--- src/rtl/core/tsr_pkg.sv ---
// Shared types for the triangle span rasterizer.
package tsr_pkg;

    typedef struct packed {
        logic busy;
        logic done;
    } t_div_stat;

endpackage

--- src/rtl/core/triangle_span_rasterizer.sv ---
// Top level of the triangle span rasterizer: vertex sort, edge walk and span output.
//
//  Channel | Direction | Handshake          | Payload
//  request | in        | i_valid / o_ready  | i_op, i_ax..i_cy, i_fill_color
//  span    | out       | o_valid / i_ready  | o_row, o_x_left, o_x_right, o_draw, o_last, o_color
//
// A row step puts its span into an output register.
// A load, and a step that crosses the middle vertex, run two bit-serial dividers side by
// side, and no request is taken until they are done.
// A load whose top and middle rows match skips the first divisions and runs only the second.
// Reset is synchronous and active low and leaves the block idle with no triangle.
// Requests stall while the span register is full and not being taken.
module triangle_span_rasterizer #(
    parameter int COORD_BITS = 10,
    parameter int FRAC_BITS  = 8
) (
    input  logic                  i_clk,
    input  logic                  i_rst_n,
    input  logic                  i_valid,
    output logic                  o_ready,
    input  logic                  i_op,
    input  logic [COORD_BITS-1:0] i_ax,
    input  logic [COORD_BITS-1:0] i_ay,
    input  logic [COORD_BITS-1:0] i_bx,
    input  logic [COORD_BITS-1:0] i_by,
    input  logic [COORD_BITS-1:0] i_cx,
    input  logic [COORD_BITS-1:0] i_cy,
    input  logic [7:0]            i_fill_color,
    output logic                  o_valid,
    input  logic                  i_ready,
    output logic [COORD_BITS-1:0] o_row,
    output logic [COORD_BITS-1:0] o_x_left,
    output logic [COORD_BITS-1:0] o_x_right,
    output logic                  o_draw,
    output logic                  o_last,
    output logic [7:0]            o_color
);
    localparam int C = COORD_BITS;
    localparam int F = FRAC_BITS;
    localparam int A = C + F + 2;

    localparam logic [1:0] ST_IDLE = 2'd0;
    localparam logic [1:0] ST_LDIV = 2'd1;
    localparam logic [1:0] ST_MDIV = 2'd2;

    localparam logic OP_LOAD = 1'b0;

    logic [1:0]            r_state, n_state;
    logic [C-1:0]          r_vtx [6];
    logic [C-1:0]          n_vtx [6];
    logic signed [A-1:0]   r_lacc, n_lacc, r_racc, n_racc;
    logic signed [A-1:0]   r_lslp, n_lslp, r_rslp, n_rslp;
    logic [C-1:0]          r_row, n_row, r_end, n_end;
    logic                  r_first, n_first, r_second, n_second, r_midleft, n_midleft;
    logic [7:0]            r_color, n_color;
    logic                  r_ovalid, n_ovalid;
    logic [C-1:0]          r_orow, n_orow, r_oxl, n_oxl, r_oxr, n_oxr;
    logic                  r_odraw, n_odraw, r_olast, n_olast;
    logic [7:0]            r_ocolor, n_ocolor;

    logic                  in_acc;
    logic                  ord_ok, ord_ml;
    logic [C-1:0]          ov [6];
    logic signed [A-1:0]   step_l, step_r;
    logic [C-1:0]          step_row;
    logic [C-1:0]          bs_xi, bs_xm, bs_ym, bs_xf, bs_yf;
    logic                  bs_ml;
    logic                  div_start;
    logic signed [C:0]     dl_dx, dr_dx;
    logic [C-1:0]          dl_dy, dr_dy;
    tsr_pkg::t_div_stat    st_l, st_r;
    logic signed [C+F:0]   q_l, q_r;

    function automatic logic [C-1:0] acc_int(input logic signed [A-1:0] acc);
        acc_int = acc[A-1] ? '0 : acc[F+C-1:F];
    endfunction

    function automatic logic signed [A-1:0] to_fx(input logic [C-1:0] x);
        to_fx = $signed({2'b00, x, {F{1'b0}}});
    endfunction

    function automatic logic signed [C:0] sub_x(input logic [C-1:0] x1, input logic [C-1:0] x0);
        sub_x = $signed({1'b0, x1}) - $signed({1'b0, x0});
    endfunction

    assign o_ready = (r_state == ST_IDLE) && (!r_ovalid || i_ready);
    assign in_acc  = i_valid && o_ready;

    always_comb begin
        ord_ok = 1'b1;
        ord_ml = 1'b0;
        ov[0] = i_ax; ov[1] = i_ay; ov[2] = i_bx; ov[3] = i_by; ov[4] = i_cx; ov[5] = i_cy;
        if (i_ay < i_by && i_ay < i_cy && i_by >= i_cy) begin
            ov[0] = i_ax; ov[1] = i_ay; ov[2] = i_cx; ov[3] = i_cy; ov[4] = i_bx; ov[5] = i_by;
        end else if (i_ay < i_by && i_ay >= i_cy && i_by > i_cy) begin
            ov[0] = i_cx; ov[1] = i_cy; ov[2] = i_ax; ov[3] = i_ay; ov[4] = i_bx; ov[5] = i_by;
            ord_ml = 1'b1;
        end else if (i_ay >= i_by && i_ay > i_cy && i_by > i_cy) begin
            ov[0] = i_cx; ov[1] = i_cy; ov[2] = i_bx; ov[3] = i_by; ov[4] = i_ax; ov[5] = i_ay;
        end else if (i_ay > i_by && i_by <= i_cy && i_ay > i_cy) begin
            ov[0] = i_bx; ov[1] = i_by; ov[2] = i_cx; ov[3] = i_cy; ov[4] = i_ax; ov[5] = i_ay;
            ord_ml = 1'b1;
        end else if (i_ay > i_by && i_by < i_cy && i_ay <= i_cy) begin
            ov[0] = i_bx; ov[1] = i_by; ov[2] = i_ax; ov[3] = i_ay; ov[4] = i_cx; ov[5] = i_cy;
        end else if (i_ay <= i_by && i_by < i_cy && i_ay < i_cy) begin
            ov[0] = i_ax; ov[1] = i_ay; ov[2] = i_bx; ov[3] = i_by; ov[4] = i_cx; ov[5] = i_cy;
            ord_ml = 1'b1;
        end else begin
            ord_ok = 1'b0;
        end
    end

    always_comb begin
        step_l   = r_lacc + r_lslp;
        step_r   = r_racc + r_rslp;
        step_row = r_row + 1'b1;
    end

    always_comb begin
        n_state   = r_state;
        n_vtx     = r_vtx;
        n_lacc    = r_lacc;
        n_racc    = r_racc;
        n_lslp    = r_lslp;
        n_rslp    = r_rslp;
        n_row     = r_row;
        n_end     = r_end;
        n_first   = r_first;
        n_second  = r_second;
        n_midleft = r_midleft;
        n_color   = r_color;
        n_ovalid  = r_ovalid && !i_ready;
        n_orow    = r_orow;
        n_oxl     = r_oxl;
        n_oxr     = r_oxr;
        n_odraw   = r_odraw;
        n_olast   = r_olast;
        n_ocolor  = r_ocolor;
        div_start = 1'b0;
        bs_ml = r_midleft;
        bs_xm = r_vtx[2];
        bs_ym = r_vtx[3];
        bs_xf = r_vtx[4];
        bs_yf = r_vtx[5];
        bs_xi = acc_int(r_midleft ? step_r : step_l);
        dl_dx = '0;
        dl_dy = '0;
        dr_dx = '0;
        dr_dy = '0;

        if (in_acc && i_op == OP_LOAD) begin
            bs_ml = ord_ml;
            bs_xm = ov[2];
            bs_ym = ov[3];
            bs_xf = ov[4];
            bs_yf = ov[5];
            bs_xi = ov[0];
        end

        if (in_acc && i_op == OP_LOAD) begin
            n_color = i_fill_color;
            if (!ord_ok) begin
                n_first  = 1'b0;
                n_second = 1'b0;
            end else begin
                n_vtx     = ov;
                n_midleft = ord_ml;
                n_lacc    = to_fx(ov[0]);
                n_racc    = to_fx(ov[0]);
                n_row     = ov[1];
                n_end     = ov[3];
                n_first   = 1'b1;
                n_second  = 1'b0;
                div_start = 1'b1;
                if (ov[3] != ov[1]) begin
                    n_state = ST_LDIV;
                    if (ord_ml) begin
                        dl_dx = sub_x(ov[2], ov[0]);
                        dl_dy = ov[3] - ov[1];
                        dr_dx = sub_x(ov[4], ov[0]);
                        dr_dy = ov[5] - ov[1];
                    end else begin
                        dl_dx = sub_x(ov[4], ov[0]);
                        dl_dy = ov[5] - ov[1];
                        dr_dx = sub_x(ov[2], ov[0]);
                        dr_dy = ov[3] - ov[1];
                    end
                end
            end
        end else if (in_acc && (r_first || r_second)) begin
            n_ovalid = 1'b1;
            n_orow   = step_row;
            n_oxl    = acc_int(step_l);
            n_oxr    = acc_int(step_r);
            n_odraw  = (step_l < step_r);
            n_olast  = 1'b0;
            n_ocolor = r_color;
            n_row    = step_row;
            n_lacc   = step_l;
            n_racc   = step_r;
            if (step_row == r_end) begin
                if (r_first && r_vtx[3] != r_vtx[5]) begin
                    div_start = 1'b1;
                end else begin
                    n_first  = 1'b0;
                    n_second = 1'b0;
                    n_olast  = 1'b1;
                end
            end
        end

        if (div_start && n_state != ST_LDIV) begin
            n_state  = ST_MDIV;
            n_first  = 1'b0;
            n_second = 1'b1;
            n_row    = bs_ym;
            n_end    = bs_yf;
            dl_dy    = bs_yf - bs_ym;
            dr_dy    = bs_yf - bs_ym;
            if (bs_ml) begin
                n_racc = to_fx(bs_xi);
                n_lacc = to_fx(bs_xm);
                dr_dx  = sub_x(bs_xf, bs_xi);
                dl_dx  = sub_x(bs_xf, bs_xm);
            end else begin
                n_lacc = to_fx(bs_xi);
                n_racc = to_fx(bs_xm);
                dl_dx  = sub_x(bs_xf, bs_xi);
                dr_dx  = sub_x(bs_xf, bs_xm);
            end
        end

        if ((r_state == ST_LDIV || r_state == ST_MDIV) && st_l.done) begin
            n_lslp  = {q_l[C+F], q_l};
            n_rslp  = {q_r[C+F], q_r};
            n_state = ST_IDLE;
        end
    end

    tsr_div #(.COORD_BITS(C), .FRAC_BITS(F)) u_div_l (
        .i_clk   (i_clk),
        .i_rst_n (i_rst_n),
        .i_start (div_start),
        .i_dx    (dl_dx),
        .i_dy    (dl_dy),
        .o_stat  (st_l),
        .o_quot  (q_l)
    );

    tsr_div #(.COORD_BITS(C), .FRAC_BITS(F)) u_div_r (
        .i_clk   (i_clk),
        .i_rst_n (i_rst_n),
        .i_start (div_start),
        .i_dx    (dr_dx),
        .i_dy    (dr_dy),
        .o_stat  (st_r),
        .o_quot  (q_r)
    );

    always_ff @(posedge i_clk) begin
        if (!i_rst_n) begin
            r_state   <= ST_IDLE;
            r_vtx     <= '{default: '0};
            r_lacc    <= '0;
            r_racc    <= '0;
            r_lslp    <= '0;
            r_rslp    <= '0;
            r_row     <= '0;
            r_end     <= '0;
            r_first   <= 1'b0;
            r_second  <= 1'b0;
            r_midleft <= 1'b0;
            r_color   <= '0;
            r_ovalid  <= 1'b0;
        end else begin
            r_state   <= n_state;
            r_vtx     <= n_vtx;
            r_lacc    <= n_lacc;
            r_racc    <= n_racc;
            r_lslp    <= n_lslp;
            r_rslp    <= n_rslp;
            r_row     <= n_row;
            r_end     <= n_end;
            r_first   <= n_first;
            r_second  <= n_second;
            r_midleft <= n_midleft;
            r_color   <= n_color;
            r_ovalid  <= n_ovalid;
        end
        r_orow   <= n_orow;
        r_oxl    <= n_oxl;
        r_oxr    <= n_oxr;
        r_odraw  <= n_odraw;
        r_olast  <= n_olast;
        r_ocolor <= n_ocolor;
    end

    assign o_valid   = r_ovalid;
    assign o_row     = r_orow;
    assign o_x_left  = r_oxl;
    assign o_x_right = r_oxr;
    assign o_draw    = r_odraw;
    assign o_last    = r_olast;
    assign o_color   = r_ocolor;

`ifndef ASSERT_OFF
    a_div_lockstep: assert property (@(posedge i_clk) disable iff (!i_rst_n)
        st_l.busy == st_r.busy && st_l.done == st_r.done)
        else $error("edge dividers out of step");

    a_div_only_busy: assert property (@(posedge i_clk) disable iff (!i_rst_n)
        st_l.busy |-> (r_state == ST_LDIV || r_state == ST_MDIV))
        else $error("divider running outside a division state");

    a_last_ends: assert property (@(posedge i_clk) disable iff (!i_rst_n)
        (r_ovalid && r_olast) |-> (!r_first && !r_second))
        else $error("triangle still active after its final span");

    a_no_request_busy: assert property (@(posedge i_clk) disable iff (!i_rst_n)
        (r_state != ST_IDLE) |-> !o_ready)
        else $error("request taken while slopes are being divided");
`endif
endmodule

--- src/rtl/core/tsr_div.sv ---
// Bit-serial signed divider for edge slopes: (dx << FRAC_BITS) / dy, truncated toward zero.
module tsr_div #(
    parameter int COORD_BITS = 10,
    parameter int FRAC_BITS  = 8
) (
    input  logic                                   i_clk,
    input  logic                                   i_rst_n,
    input  logic                                   i_start,
    input  logic signed [COORD_BITS:0]             i_dx,
    input  logic        [COORD_BITS-1:0]           i_dy,
    output tsr_pkg::t_div_stat                     o_stat,
    output logic signed [COORD_BITS+FRAC_BITS:0]   o_quot
);
    localparam int N  = COORD_BITS + FRAC_BITS;
    localparam int CW = $clog2(N + 1);

    logic                  r_busy, n_busy;
    logic                  r_done, n_done;
    logic [CW-1:0]         r_cnt, n_cnt;
    logic [N-1:0]          r_sh, n_sh;
    logic [COORD_BITS-1:0] r_rem, n_rem;
    logic [COORD_BITS-1:0] r_den, n_den;
    logic                  r_neg, n_neg;

    logic [COORD_BITS:0]   mag;
    logic [COORD_BITS:0]   trial;
    logic [COORD_BITS:0]   diff;
    logic                  ge;
    logic [N-1:0]          q;

    always_comb begin
        mag   = i_dx[COORD_BITS] ? (~i_dx + 1'b1) : i_dx;
        trial = {r_rem, r_sh[N-1]};
        ge    = (trial >= {1'b0, r_den});
        diff  = trial - {1'b0, r_den};
        n_busy = r_busy;
        n_done = 1'b0;
        n_cnt  = r_cnt;
        n_sh   = r_sh;
        n_rem  = r_rem;
        n_den  = r_den;
        n_neg  = r_neg;
        if (i_start) begin
            n_busy = 1'b1;
            n_cnt  = CW'(N);
            n_sh   = {mag[COORD_BITS-1:0], {FRAC_BITS{1'b0}}};
            n_rem  = '0;
            n_den  = i_dy;
            n_neg  = i_dx[COORD_BITS];
        end else if (r_busy) begin
            n_sh  = {r_sh[N-2:0], ge};
            n_rem = ge ? diff[COORD_BITS-1:0] : trial[COORD_BITS-1:0];
            n_cnt = r_cnt - 1'b1;
            if (r_cnt == CW'(1)) begin
                n_busy = 1'b0;
                n_done = 1'b1;
            end
        end
    end

    always_ff @(posedge i_clk) begin
        if (!i_rst_n) begin
            r_busy <= 1'b0;
            r_done <= 1'b0;
            r_cnt  <= '0;
        end else begin
            r_busy <= n_busy;
            r_done <= n_done;
            r_cnt  <= n_cnt;
        end
        r_sh  <= n_sh;
        r_rem <= n_rem;
        r_den <= n_den;
        r_neg <= n_neg;
    end

    assign q = (r_den == '0) ? '0 : r_sh;
    assign o_quot = r_neg ? -$signed({1'b0, q}) : $signed({1'b0, q});
    assign o_stat.busy = r_busy;
    assign o_stat.done = r_done;
endmodule

--- config.mk ---
export PLATFORM = sky130hd
export DESIGN_NAME = triangle_span_rasterizer
export DESIGN_NICKNAME = d
export VERILOG_FILES = /design/src/rtl/core/tsr_pkg.sv /design/src/rtl/core/triangle_span_rasterizer.sv /design/src/rtl/core/tsr_div.sv
export SDC_FILE = /design/constraint.sdc
export NUM_CORES = 1
export LEC_CHECK = 0
export BUFFER_PORTS_ARGS = -buffer_cell sky130_fd_sc_hd__clkbuf_2
export CORE_UTILIZATION = 55
export DETAILED_ROUTE_END_ITERATION = 16
export GPL_ROUTABILITY_DRIVEN = 0
export PLACE_DENSITY_LB_ADDON = 0.1
export SKIP_LAST_GASP = 1
export SYNTH_ARGS = -nofsm -noshare
export SYNTH_HDL_FRONTEND = slang
export SYNTH_SLANG_ARGS = --single-unit
--- constraint.sdc ---
create_clock -name i_clk -period 8.4 [get_ports i_clk]
set_input_delay 1.68 -clock i_clk [delete_from_list [all_inputs] [get_ports i_clk]]
set_output_delay 1.68 -clock i_clk [all_outputs]
set_load 0.01 [all_outputs]
==> metrics.yaml <==
status: "completed"
fp-row-count: 72
r2r-start: "r_racc[5]$_SDFFE_PN0P_"
io_buffer_count: 114
synth_nets: 2994
synthCells: 2726
power.density_mw_per_mm2: 272
insertion_delay_ns: 0.55
leakage_nw: 10.4
hold_path_class: "flip-flop to flip-flop"
fin_nets: 3081
post-cts-setup-buffers: 0
end_kind: "flip-flop"
grt_overflow: 0
setup_violations: 0
ctsResizeCount: 0
grt_use_met1_pct: 44.7
die_y_um: 201
hold-path-endpoint: "o_color[0]$_DFFE_PP_"
htree_levels: 2
worstPathArrival_ns: 7.92
syn_area_sq_mm: 0.0217
busiest_layer: "met2"
clock_sinks: 283
maxSlewViolCount: 0
drtIter0Drc: 2188
worst_pin_slew_ns: 1.15
rr_endpoint: "u_div_r.r_sh[17]$_DFFE_PP_"
vdd_drop_max_mv: 0.138
fillers: 3478
io_pins: 115
synth_edf_count: 82
grtUsageMet2_pct: 51.4
tritoncts: "yes"
cp_max_fo: 12
multi_input_area_sq_mm: 0.0142
n_antenna_cell: 0
drv_cap: 0
worst_hold_startpoint: "r_color[0]$_SDFFE_PN0P_"
required_ns: 8.69
rsz0062_at_grt: "false"
dr_total_vias: 21000
min_path_cells: 0
dieArea_sq_mm: 0.0403
period_share_pct: 90.8
ant_nets: 0
post-route-drc-count: 0
critPathKind: "input port to flip-flop"
cts_made_buffers: 34
async_flop_share_pct: 0
clk_pin_slew_ns: 0.06
reg2regPathDepth: 27
finalWirelength_um: 67500
skew_ns: 0.0175
grt_pass1_wl_um: 105000
ys_types: 89
ctsRootBufferMaster: "clkbuf_16"
grt_antenna_before_repair: 0
postCtsHoldBufs: 0
synthFlopType: "dfxtp_1"
place_hpwl_um: 51000
core-area_sq_mm: 0.0388
syn_area_per_cell_sq_um: 7.96
via_per_inst: 6.25
max-slew-margin-rel_pct: 23.0
r2r_slack_ns: 1.93
fin_tns_setup_ns: 0
finalHoldViolations: 0
min_period_ns: 7.62
cp-start-kind: "input port"
start_util_pct: 55.9
total_power_mw: 6.55
grt_max_degree: 77
grtUsageTotal_pct: 32.7
fp.dieW_um: 201
seq_area_sq_mm: 0.00649
syn_to_final_growth_pct: 11.1
clockBufferDepth: 3
ys_seq_area_share_pct: 29.9
drtPass1Iterations: 7
max_freq_mhz: 131
grt_pass1_vias: 19400
drive_above_1_share_pct: 10.0
yosysWarnings: 0
ys_ff_latch: 283
use_met3_pct: 5.58
routedWlPerCell_um: 20.1
-- synth_stat cells (21+ instances only) --
cell,number,area (sq um)
o21ai_0,197,986
a21o_1,48,360
nor2_1,297,1110
inv_1,141,529
nand4_1,23,144
xor2_1,79,692
a22oi_1,41,308
a21oi_1,227,1140
nand2b_1,25,156
nand2_1,371,1390
mux2i_1,101,1010
nor3_1,43,215
nand3_1,29,145
a21boi_0,26,195
o211ai_1,24,180
nor2b_1,29,181
ha_1,184,2300
dfxtp_1,201,4020
clkbuf_1,101,379
a211oi_1,36,270
xnor2_1,78,683
a31oi_1,21,131
edfxtp_1,82,2460
-- power by group --
group / internal (mW) / switching [mW]
Sequential: 1.64 / 0.187
Clock: 0.928 / 0.617
Combinational: 1.24 / 1.94
-- per-layer routing --
layer  up-vias  routed length [um]
met1      9832               29600
met5         -                   0
met4         0                2750
li1       9934                   -
met2      1017               29400
met3       188                5670
-- area by class of cell --
| cell class | instances | share of cell area, % |
|---|---|---|
| Multi-Input combinational cell | 2172 | 59.0 |
| Sequential cell | 283 | 26.9 |
| Timing Repair Buffer | 178 | 4.40 |
| Clock buffer | 39 | 3.74 |
| Tap cell | 518 | 2.69 |
| Inverter | 144 | 2.24 |
| Clock inverter | 22 | 1.03 |
-- critical path, cell delays in order --
cell       delay (ns)
clkbuf_2         0.13
inv_1            0.05
ha_1             0.31
nand4_1          0.18
a211oi_2         0.11
a2111oi_4        0.62
or2_1            0.41
a21oi_1          0.10
buf_4            0.20
a22oi_1          0.21
nor2_1           0.06
a21oi_1          0.50
inv_1            0.15
ha_1             0.26
fa_1             0.42
nor2b_1          0.12
o21ai_0          0.12
a21boi_0         0.32
o21ai_0          0.16
a21boi_0         0.25
o21ai_0          0.14
a21oi_1          0.24
nor3_1           0.08
o21ai_1          0.24
o31a_1           0.39
inv_2            0.10
a221o_1          0.36
-- layout by cell type, fill, tap and decap left out, types with 18 or more instances in the layout --
cell and n:
o211ai_1 24, a211oi_1 36, edfxtp_1 82, o21ai_0 197, a31oi_1 21, a21oi_1 224, dfxtp_1 201, xnor2_1 78
o22ai_1 18, nor3_1 43, o21a_1 18, nand4_1 23, a21boi_0 26, nand2_1 369, xor2_1 79, nand2b_1 25
a21o_1 48, clkbuf_16 35, nor2b_1 29, buf_4 62, inv_1 139, nand3_1 29, a22oi_1 41, mux2i_1 101
ha_1 184, clkbuf_2 115, nor2_1 294
-- flip-flops by register name, indices dropped and copies added, names as in the netlist, 2 cells and up --
register	count
o_color	8
u_div_r.r_rem	10
r_state	2
r_vtx	40
r_row	10
u_div_l.r_rem	10
u_div_l.r_cnt	5
u_div_r.r_sh	18
o_x_left	10
u_div_l.r_den	10
u_div_r.r_den	10
u_div_r.r_cnt	5
r_lacc	20
o_x_right	10
r_rslp	19
r_end	10
u_div_l.r_sh	18
r_lslp	19
r_racc	20
r_color	8
o_row	10
-- cell families (layout without fill, tap and decap cells) --
family,after synthesis,count (layout),share of synthesized area (%)
XOR/XNOR,160,160,6.65
AO/OA/AOI/OAI,815,815,24.1
buffers and inverters,271,383,4.87
multiplexers,105,105,4.86
AND/OR/NAND/NOR,897,897,18.0
adder cells (fa/ha/maj),195,195,11.6
flip-flops,283,283,29.9
-- metrics by stage --
step | cell area (sq um) | hold WS, ns | instances | setup WS (ns) | util (%)
2_1_floorplan | 21700 | 0.408 | 2726 | 0.536 | -
3_3_place_gp | 23000 | 0.412 | 3294 | 0.603 | 59.1
3_5_place_dp | 23000 | 0.424 | 3294 | 0.453 | 59.1
4_1_cts | 24100 | 0.438 | 3355 | 0.974 | 62.1
5_1_grt | 24100 | 0.450 | 3356 | 0.350 | 62.1
6_report | 24100 | 0.436 | 3356 | 0.777 | 62.1
-- worst max-delay path by stage --
| stage | endpoint | cells after the start | from |
|---|---|---|---|
| 5_1_grt | u_div_r.r_sh[17]$_DFFE_PP_ | 31 | i_cy[4] |
| 6_report | u_div_l.r_sh[9]$_DFFE_PP_ | 27 | i_by[5] |
| 3_3_place_gp | u_div_r.r_sh[17]$_DFFE_PP_ | 29 | i_by[3] |
| 2_1_floorplan | u_div_l.r_sh[17]$_DFFE_PP_ | 29 | i_cy[4] |
| 3_5_place_dp | u_div_r.r_sh[17]$_DFFE_PP_ | 31 | i_cy[4] |
| 4_1_cts | u_div_r.r_sh[17]$_DFFE_PP_ | 31 | i_cy[4] |
No activity file was read; power rests on OpenSTA's default activity.
